==> config.mk <==
export PLATFORM = sky130hd
export DESIGN_NAME = bakery_ticket_lock_arbiter
export DESIGN_NICKNAME = d
export VERILOG_FILES = /design/src/rtl/core/bkl_pkg.sv /design/src/rtl/core/bkl_cell.sv /design/src/rtl/core/bakery_ticket_lock_arbiter.sv
export SDC_FILE = /design/constraint.sdc
export NUM_CORES = 2
export LEC_CHECK = 0
export BUFFER_PORTS_ARGS = -buffer_cell sky130_fd_sc_hd__buf_2
export CORE_ASPECT_RATIO = 1.4
export CORE_MARGIN = 2
export CORE_UTILIZATION = 60
export DETAILED_ROUTE_END_ITERATION = 8
export GPL_ROUTABILITY_DRIVEN = 0
export PLACE_DENSITY = 0.81
export SLEW_MARGIN = 20
export SYNTH_ARGS = -nofsm -noshare
export SYNTH_HDL_FRONTEND = slang
export SYNTH_SLANG_ARGS = --single-unit
==> constraint.sdc <==
create_clock -name clk_i -period 7.6 [get_ports clk_i]
set_clock_uncertainty 0.05 [all_clocks]
set_input_delay 1.14 -clock clk_i [delete_from_list [all_inputs] [get_ports clk_i]]
set_output_delay 1.14 -clock clk_i [all_outputs]
set_load 0.02 [all_outputs]
==> src/rtl/core/bkl_pkg.sv <==
// ============================================================================
// Bakery lock package
// Transaction payload types and the control bundle shared by the lock cells.
// ============================================================================
package bkl_pkg;

  // Reset value of the label limit register.
  localparam logic [31:0] LabelLimitReset = 32'd2847483647;

  typedef enum logic {
    ACT_REQUEST = 1'b0,
    ACT_RELEASE = 1'b1
  } action_e;

  typedef struct packed {
    action_e    action;
    logic [2:0] requester;
  } cmd_t;

  typedef struct packed {
    logic        holder_valid;
    logic [2:0]  holder_id;
    logic [31:0] ticket;
    logic        status;
  } res_t;

  // Control bundle broadcast from the sequencer to every cell.
  typedef struct packed {
    logic sel_valid;     // The selected requester id names an existing cell.
    logic upd_we;        // Write the selected cell's state this cycle.
    logic upd_set_label; // Also load a new label.
    logic upd_interest;  // New interest flag.
  } cell_ctrl_t;

endpackage

==> src/rtl/core/bkl_cell.sv <==
// ============================================================================
// Bakery lock cell
// Holds one requester's interest flag and label and folds them into the
// running scan result that it receives from its left neighbor.
// ============================================================================
module bkl_cell import bkl_pkg::*; #(
  parameter int LABEL_BITS = 32,
  parameter int ID_BITS    = 3
) (
  input  logic                  clk_i,
  input  logic                  rst_ni,
  input  logic [ID_BITS-1:0]    my_id_i,
  input  logic [ID_BITS-1:0]    sel_id_i,
  input  cell_ctrl_t            ctrl_i,
  input  logic [LABEL_BITS-1:0] upd_label_i,
  // Running scan result from the left neighbor.
  input  logic [LABEL_BITS-1:0] max_i,
  input  logic                  found_i,
  input  logic [LABEL_BITS-1:0] best_label_i,
  input  logic [ID_BITS-1:0]    best_id_i,
  input  logic [LABEL_BITS-1:0] sel_label_i,
  input  logic                  sel_int_i,
  // Running scan result handed to the right neighbor.
  output logic [LABEL_BITS-1:0] max_o,
  output logic                  found_o,
  output logic [LABEL_BITS-1:0] best_label_o,
  output logic [ID_BITS-1:0]    best_id_o,
  output logic [LABEL_BITS-1:0] sel_label_o,
  output logic                  sel_int_o
);

  logic                  int_q;
  logic [LABEL_BITS-1:0] label_q;
  logic                  mine;
  logic                  take;

  logic [LABEL_BITS-1:0] max_q, best_label_q, sel_label_q;
  logic                  found_q, sel_int_q;
  logic [ID_BITS-1:0]    best_id_q;

  assign mine = ctrl_i.sel_valid && (sel_id_i == my_id_i);
  // The selected requester is left out of the holder scan; the sequencer
  // weighs it separately with its post-update state.
  assign take = int_q && !mine && (!found_i || (label_q < best_label_i));

  always_ff @(posedge clk_i or negedge rst_ni) begin
    if (!rst_ni) begin
      int_q   <= 1'b0;
      label_q <= '0;
    end else if (ctrl_i.upd_we && mine) begin
      int_q <= ctrl_i.upd_interest;
      if (ctrl_i.upd_set_label) begin
        label_q <= upd_label_i;
      end
    end
  end

  always_ff @(posedge clk_i) begin
    max_q        <= (label_q > max_i) ? label_q : max_i;
    found_q      <= found_i || take;
    best_label_q <= take ? label_q : best_label_i;
    best_id_q    <= take ? my_id_i : best_id_i;
    sel_label_q  <= mine ? label_q : sel_label_i;
    sel_int_q    <= mine ? int_q : sel_int_i;
  end

  assign max_o        = max_q;
  assign found_o      = found_q;
  assign best_label_o = best_label_q;
  assign best_id_o    = best_id_q;
  assign sel_label_o  = sel_label_q;
  assign sel_int_o    = sel_int_q;

endmodule

==> src/rtl/core/bakery_ticket_lock_arbiter.sv <==
// ============================================================================
// Bakery ticket lock arbiter
// Lamport bakery lock over a row of per-requester cells with one sequencer.
// ============================================================================
// Usage: pulse start with a transaction on cmd_i while busy is low. A request
// draws a ticket one above the largest label held and marks the requester
// interested; a release clears its interest flag. Every transaction yields
// exactly one result on res_o, shown for a single cycle with res_valid_o high.
// The result names the lock holder (smallest label, ties to the smaller id),
// the requester's current label and a status bit that flags a refused request.
// The scan result is registered in each of the REQUESTERS cells in turn.
// When it reaches the chain tail, the selected cell's state and the result
// register are written at the same edge; busy drops in that last scan cycle,
// so a new transaction can be taken at that edge, but none while one is
// still in flight. The receiver cannot stall; a result is lost if not
// captured in its strobe cycle. Reset clears all interest flags and labels and
// loads the label limit with its default. cfg_wdata_i is written into the
// label limit at any edge where cfg_we_i is high, normally while idle.
// ============================================================================
module bakery_ticket_lock_arbiter import bkl_pkg::*; #(
  parameter int REQUESTERS = 8,
  parameter int LABEL_BITS = 32
) (
  input  logic        clk_i,
  input  logic        rst_ni,
  input  logic        start,
  output logic        busy,
  input  cmd_t        cmd_i,
  output logic        res_valid_o,
  output res_t        res_o,
  input  logic        cfg_we_i,
  input  logic [31:0] cfg_wdata_i
);

  localparam int IdBits  = (REQUESTERS > 1) ? $clog2(REQUESTERS) : 1;
  localparam int CntBits = $clog2(REQUESTERS + 1);
  localparam int CmpBits = LABEL_BITS + 32;

  // Sequencer state.
  logic               busy_q;
  logic [CntBits-1:0] cnt_q;
  cmd_t               cmd_q;
  logic [31:0]        limit_q;
  logic               accept;
  logic               last_cycle;

  // Scan chain wiring; entry k feeds cell k, entry REQUESTERS is the result.
  logic [LABEL_BITS-1:0] max_w        [REQUESTERS+1];
  logic                  found_w      [REQUESTERS+1];
  logic [LABEL_BITS-1:0] best_label_w [REQUESTERS+1];
  logic [IdBits-1:0]     best_id_w    [REQUESTERS+1];
  logic [LABEL_BITS-1:0] sel_label_w  [REQUESTERS+1];
  logic                  sel_int_w    [REQUESTERS+1];

  cell_ctrl_t            ctrl;
  logic [IdBits+2:0]     who_ext;
  logic                  in_range;
  logic [IdBits-1:0]     r_idx;
  logic [LABEL_BITS-1:0] scan_max, old_label, new_label, cand_label;
  logic                  is_req, refused, cand_valid, cand_wins;
  logic [CmpBits-1:0]    old_ext, limit_ext;
  logic [LABEL_BITS-1:0] ticket_label;
  logic [LABEL_BITS+31:0] ticket_pad;
  logic [IdBits+2:0]     best_pad;
  res_t                  res_d, res_q;
  logic                  res_valid_q;

  assign last_cycle = busy_q && (cnt_q == CntBits'(REQUESTERS));
  assign busy       = busy_q && !last_cycle;
  assign accept     = start && !busy;

  always_ff @(posedge clk_i or negedge rst_ni) begin
    if (!rst_ni) begin
      busy_q      <= 1'b0;
      cnt_q       <= '0;
      res_valid_q <= 1'b0;
      limit_q     <= LabelLimitReset;
    end else begin
      res_valid_q <= last_cycle;
      if (cfg_we_i) begin
        limit_q <= cfg_wdata_i;
      end
      if (accept) begin
        busy_q <= 1'b1;
        cnt_q  <= '0;
      end else if (last_cycle) begin
        busy_q <= 1'b0;
      end else if (busy_q) begin
        cnt_q <= cnt_q + 1'b1;
      end
    end
  end

  always_ff @(posedge clk_i) begin
    if (accept) begin
      cmd_q <= cmd_i;
    end
    if (last_cycle) begin
      res_q <= res_d;
    end
  end

  // Requester decode; an id beyond the cell count selects no cell.
  assign who_ext  = {{IdBits{1'b0}}, cmd_q.requester};
  assign in_range = who_ext < (IdBits + 3)'(REQUESTERS);
  assign r_idx    = who_ext[IdBits-1:0];

  // Chain head: empty scan result.
  assign max_w[0]        = '0;
  assign found_w[0]      = 1'b0;
  assign best_label_w[0] = '0;
  assign best_id_w[0]    = '0;
  assign sel_label_w[0]  = '0;
  assign sel_int_w[0]    = 1'b0;

  for (genvar k = 0; k < REQUESTERS; k++) begin : g_cell
    bkl_cell #(
      .LABEL_BITS(LABEL_BITS),
      .ID_BITS   (IdBits)
    ) u_cell (
      .clk_i       (clk_i),
      .rst_ni      (rst_ni),
      .my_id_i     (IdBits'(k)),
      .sel_id_i    (r_idx),
      .ctrl_i      (ctrl),
      .upd_label_i (new_label),
      .max_i       (max_w[k]),
      .found_i     (found_w[k]),
      .best_label_i(best_label_w[k]),
      .best_id_i   (best_id_w[k]),
      .sel_label_i (sel_label_w[k]),
      .sel_int_i   (sel_int_w[k]),
      .max_o       (max_w[k+1]),
      .found_o     (found_w[k+1]),
      .best_label_o(best_label_w[k+1]),
      .best_id_o   (best_id_w[k+1]),
      .sel_label_o (sel_label_w[k+1]),
      .sel_int_o   (sel_int_w[k+1])
    );
  end

  // Final step: the tail of the chain holds the largest label, the best
  // holder among the other requesters, and the selected requester's state.
  assign scan_max  = max_w[REQUESTERS];
  assign old_label = sel_label_w[REQUESTERS];
  assign is_req    = (cmd_q.action == ACT_REQUEST);
  assign old_ext   = {32'd0, old_label};
  assign limit_ext = {{LABEL_BITS{1'b0}}, limit_q};
  assign refused   = in_range && is_req && (old_ext > limit_ext);
  // The next ticket saturates at the all-ones label.
  assign new_label = (&scan_max) ? scan_max : scan_max + 1'b1;

  always_comb begin
    ctrl.sel_valid     = in_range;
    ctrl.upd_we        = last_cycle && in_range && !refused;
    ctrl.upd_set_label = is_req;
    ctrl.upd_interest  = is_req;
  end

  // The selected requester competes for the lock with its state after the
  // update: a new ticket when granted, its old state when refused, and not
  // at all after a release.
  always_comb begin
    cand_valid   = 1'b0;
    cand_label   = old_label;
    ticket_label = '0;
    if (in_range) begin
      ticket_label = old_label;
      if (is_req) begin
        if (refused) begin
          cand_valid = sel_int_w[REQUESTERS];
        end else begin
          cand_valid   = 1'b1;
          cand_label   = new_label;
          ticket_label = new_label;
        end
      end
    end
  end

  assign cand_wins = cand_valid && (!found_w[REQUESTERS] ||
                     (cand_label < best_label_w[REQUESTERS]) ||
                     ((cand_label == best_label_w[REQUESTERS]) &&
                      (r_idx < best_id_w[REQUESTERS])));

  assign ticket_pad = {32'd0, ticket_label};
  assign best_pad   = {3'd0, best_id_w[REQUESTERS]};

  always_comb begin
    res_d.holder_valid = cand_wins || found_w[REQUESTERS];
    if (cand_wins) begin
      res_d.holder_id = cmd_q.requester;
    end else if (found_w[REQUESTERS]) begin
      res_d.holder_id = best_pad[2:0];
    end else begin
      res_d.holder_id = 3'd0;
    end
    res_d.ticket = ticket_pad[31:0];
    res_d.status = refused;
  end

  assign res_valid_o = res_valid_q;
  assign res_o       = res_q;

endmodule

==> results.py <==
metrics = {
    "clock_network": {
        "cts_tree": "yes",
        "cts_setup_buffers": 0,
        "clock_latency_ps": 710,
        "clkTransAtPathRegs_ps": 70,
        "cts-root-buf": "clkbuf_16",
        "clockBufferDepth": 3,
        "hold_buffers": 0,
        "clock_sinks": 1144,
        "cts_made_buffers": 100,
        "htreeDepth": 3,
        "cts_resized": 0,
    },
    "route": {
        "ant_nets": 0,
        "dr.first_iter.drc_count": 3491,
        "drc": 0,
        "num_vias": 40900,
        "via_per_inst": 6.26,
        "drt_first_pass_iters": 6,
        "drt-total-wl_mm": 149,
        "wl_per_cell_um": 22.9,
    },
    "timing": {
        "finalHoldViolations": 0,
        "fmax_ghz": 0.154,
        "fin_tns_setup_ps": 0,
        "tightest_slew_ps": 1210,
        "finalCriticalPeriod_ps": 6500,
        "layout_setup_ws_ps": 1100,
        "grt_setup_unrepaired": "false",
        "setup_viol_count_final": 0,
        "drv_slew": 0,
        "finalCritPeriodShare_pct": 85.5,
        "relSlewSlack_pct": 18.7,
    },
    "status": {
        "outcome": "complete, no violations",
    },
    "worst_setup_path": {
        "arrival_ps": 6880,
        "crit_fanout": 18,
        "required_ps": 7980,
        "critPathKind": "reg -> reg",
        "cp-start-kind": "register",
        "cp-end-kind": "register",
    },
    "global_routing": {
        "overflow": 0,
        "grt_max_degree": 157,
        "grt_pass1_vias": 41800,
        "grt.busiest_layer": "met2",
        "grtUsageMet2_pct": 53.8,
        "grt_usage_pct": 30.7,
        "grt_first_pass_wirelength_mm": 233,
        "grt.met1_usage_pct": 34.4,
        "grt_antenna_before_repair": 2,
        "grt_use_met3_pct": 4.13,
    },
    "final_layout": {
        "multi_input_area_mm2": 0.0284,
        "drive_gt1_share_pct": 23.8,
        "fin_util_pct": 66.3,
        "seqCellArea_mm2": 0.0249,
        "finalNetCount": 5787,
        "synthToLayoutAreaGrowth_pct": 9.43,
        "fill_cells": 6619,
    },
    "floorplanning": {
        "chipWidth_um": 262,
        "die_h_um": 366,
        "rows": 132,
        "start_util_pct": 60.6,
        "pin_count": 79,
        "core_area_mm2": 0.0925,
        "die-area_mm2": 0.0959,
    },
    "synth": {
        "avgSynthCellArea_um2": 10.6,
        "ys_seq_area_share_pct": 44.4,
        "syn_nets": 5839,
        "synth_edf_count": 41,
        "synth-warning-count": 0,
        "synth_cells": 5289,
        "synth_top_cell_area_share_pct": 28.6,
        "yosysMostFrequentCell": "dfxtp_1",
        "synth_common_cells": "dfxtp_1 (801), mux2_2 (727), inv_1 (538), ha_1 (510), nand2_1 (375)",
        "ys_seq_elements": 1144,
        "synth_ff_type": "dfxtp_1",
        "synth_cell_type_count": 77,
        "ys_async_sr_fraction_pct": 26.4,
        "yosysTopAreaCell": "dfxtp_1",
        "yosys-top-cells-area": "dfxtp_1 (29%), mux2_2 (15%), dfrtp_1 (13%), ha_1 (11%), inv_1 (3.6%)",
        "syn_area_mm2": 0.0560,
    },
    "flow_run": {
        "maxCapViolCount": 0,
    },
    "power_and_ir_drop": {
        "p_leak_uw": 0.0271,
        "power.total_uw": 17000,
        "vdd_drop_max_mv": 0.338,
        "power_density_mw_per_mm2": 277,
    },
    "placement": {
        "place_ws_ps": 1340,
        "place.port_buffers": 78,
        "hpwl_mm": 107,
    },
    "min_path": {
        "hp-class": "reg -> reg",
    },
}
==> sequential cells by signal, summed over array words and instances (netlist names), 3 cells and up <==
signal                      flops
r_idx                           3
g_cell.u_cell.label_q         256
g_cell.u_cell.sel_int_o         8
g_cell.u_cell.int_q             8
g_cell.u_cell.best_label_o    256
g_cell.u_cell.max_o           256
g_cell.u_cell.found_o           8
g_cell.u_cell.best_id_o        17
limit_q                        32
res_o                          37
g_cell.u_cell.sel_label_o     256
cnt_q                           4
==> per-layer routing <==
| metal | vias up | wire, um | part of all wire, % |
|---|---|---|---|
| li1 | 18900 | - | - |
| met1 | 20000 | 56300 | 38 |
| met2 | 1496 | 73900 | 49 |
| met3 | 483 | 8090 | 5.4 |
| met4 | 2 | 11100 | 7.4 |
| met5 | - | 12 | 0.0080 |
==> area by class of cell <==
| class | instances | area share [%] |
|---|---|---|
| clock inverters | 45 | 0.920 |
| flip-flops and latches | 1144 | 40.5 |
| inverters | 538 | 3.29 |
| repair buffers | 144 | 1.61 |
| diodes | 2 | 0.00816 |
| well taps | 1206 | 2.46 |
| clock buffers | 145 | 4.91 |
| multi-input cells | 3309 | 46.3 |
==> critical path, stage by stage, from the launching register on <==
cell       delay (ps)
dfstp_2           530
inv_1              50
ha_1              310
a21oi_1           140
o21ai_0           290
a221o_1           420
o31a_1            330
a2bb2oi_2         160
buf_4             270
nor2_4            500
mux2_2            430
ha_1              310
nand4_1           210
nor4_1             90
buf_4             170
a21boi_0          210
o32a_1            420
or4b_2            670
a221o_1           480
mux2i_1           180
==> logic make-up (layout without fill, tap and decap cells) <==
kind of cell               after synthesis  count (layout)  synth area share [%]
and+or+nand+nor                       1187            1187                  11.1
muxes                                  810             810                  16.5
adders and majority gates              510             510                  11.4
xor gates and xnor gates                29              29                 0.453
AOI/OAI and AO/OA                      773             773                  10.4
DFF                                   1144            1144                  44.4
buffers and inverters                  836             872                  5.76
other                                    0               2                     0
==> per-stage QoR <==
stage                     hold WS (ps)  instance area, um2  cells
after floorplan                    343               56000   5289
after global placement             342               57600   6337
after detailed placement           348               57600   6338
after CTS                          355               61200   6528
after global routing               364               61300   6532
final                              357               61300   6533
==> report_power, final <==
part           switching [uW]  internal [uW]  total (uW)
logic                    3340           1610        4950
clock network            2320           3150        5460
registers                 213           6370        6580
==> placed cells by master, fill, tap and decap left out, drive strengths merged, types with 12 or more instances in the layout <==
| cell | count |
|---|---|
| xnor2 | 12 |
| clkinv | 20 |
| nand2b | 33 |
| inv | 542 |
| buf | 144 |
| nor2b | 14 |
| clkbuf | 145 |
| ha | 510 |
| nand4 | 135 |
| dfstp | 20 |
| o221a | 93 |
| o21a | 17 |
| and2 | 72 |
| or3 | 98 |
| or2 | 12 |
| dfrtp | 282 |
| edfxtp | 41 |
| o211ai | 56 |
| nor3 | 37 |
| a2111oi | 17 |
| nor4 | 28 |
| a211oi | 25 |
| nand2 | 375 |
| o311a | 31 |
| xor2 | 17 |
| a21o | 64 |
| mux2 | 801 |
| a21oi | 111 |
| dfxtp | 801 |
| o21ai | 151 |
| nand3 | 165 |
| nor2 | 90 |
| nand3b | 94 |
| o2111ai | 128 |
==> final timing paths <==
path	end	from	cells past startpoint	slack, ps
max in group asynchronous	limit_q[26]$_DFFE_PN0P_	rst_ni	3	5550
max	res_o[35]$_DFFE_PP_	limit_q[5]$_DFFE_PN1P_	19	1100
min reg2reg	g_cell[0].u_cell.max_o[0]$_SDFF_PP0_	g_cell[0].u_cell.label_q[0]$_DFFE_PN0P_	0	360
min in group asynchronous	g_cell[1].u_cell.label_q[4]$_DFFE_PN0P_	rst_ni	1	420
min	g_cell[0].u_cell.max_o[0]$_SDFF_PP0_	g_cell[0].u_cell.label_q[0]$_DFFE_PN0P_	0	360
max reg2reg	res_o[35]$_DFFE_PP_	limit_q[5]$_DFFE_PN1P_	19	1100
Note: power is estimated with default switching activity, not from simulation.
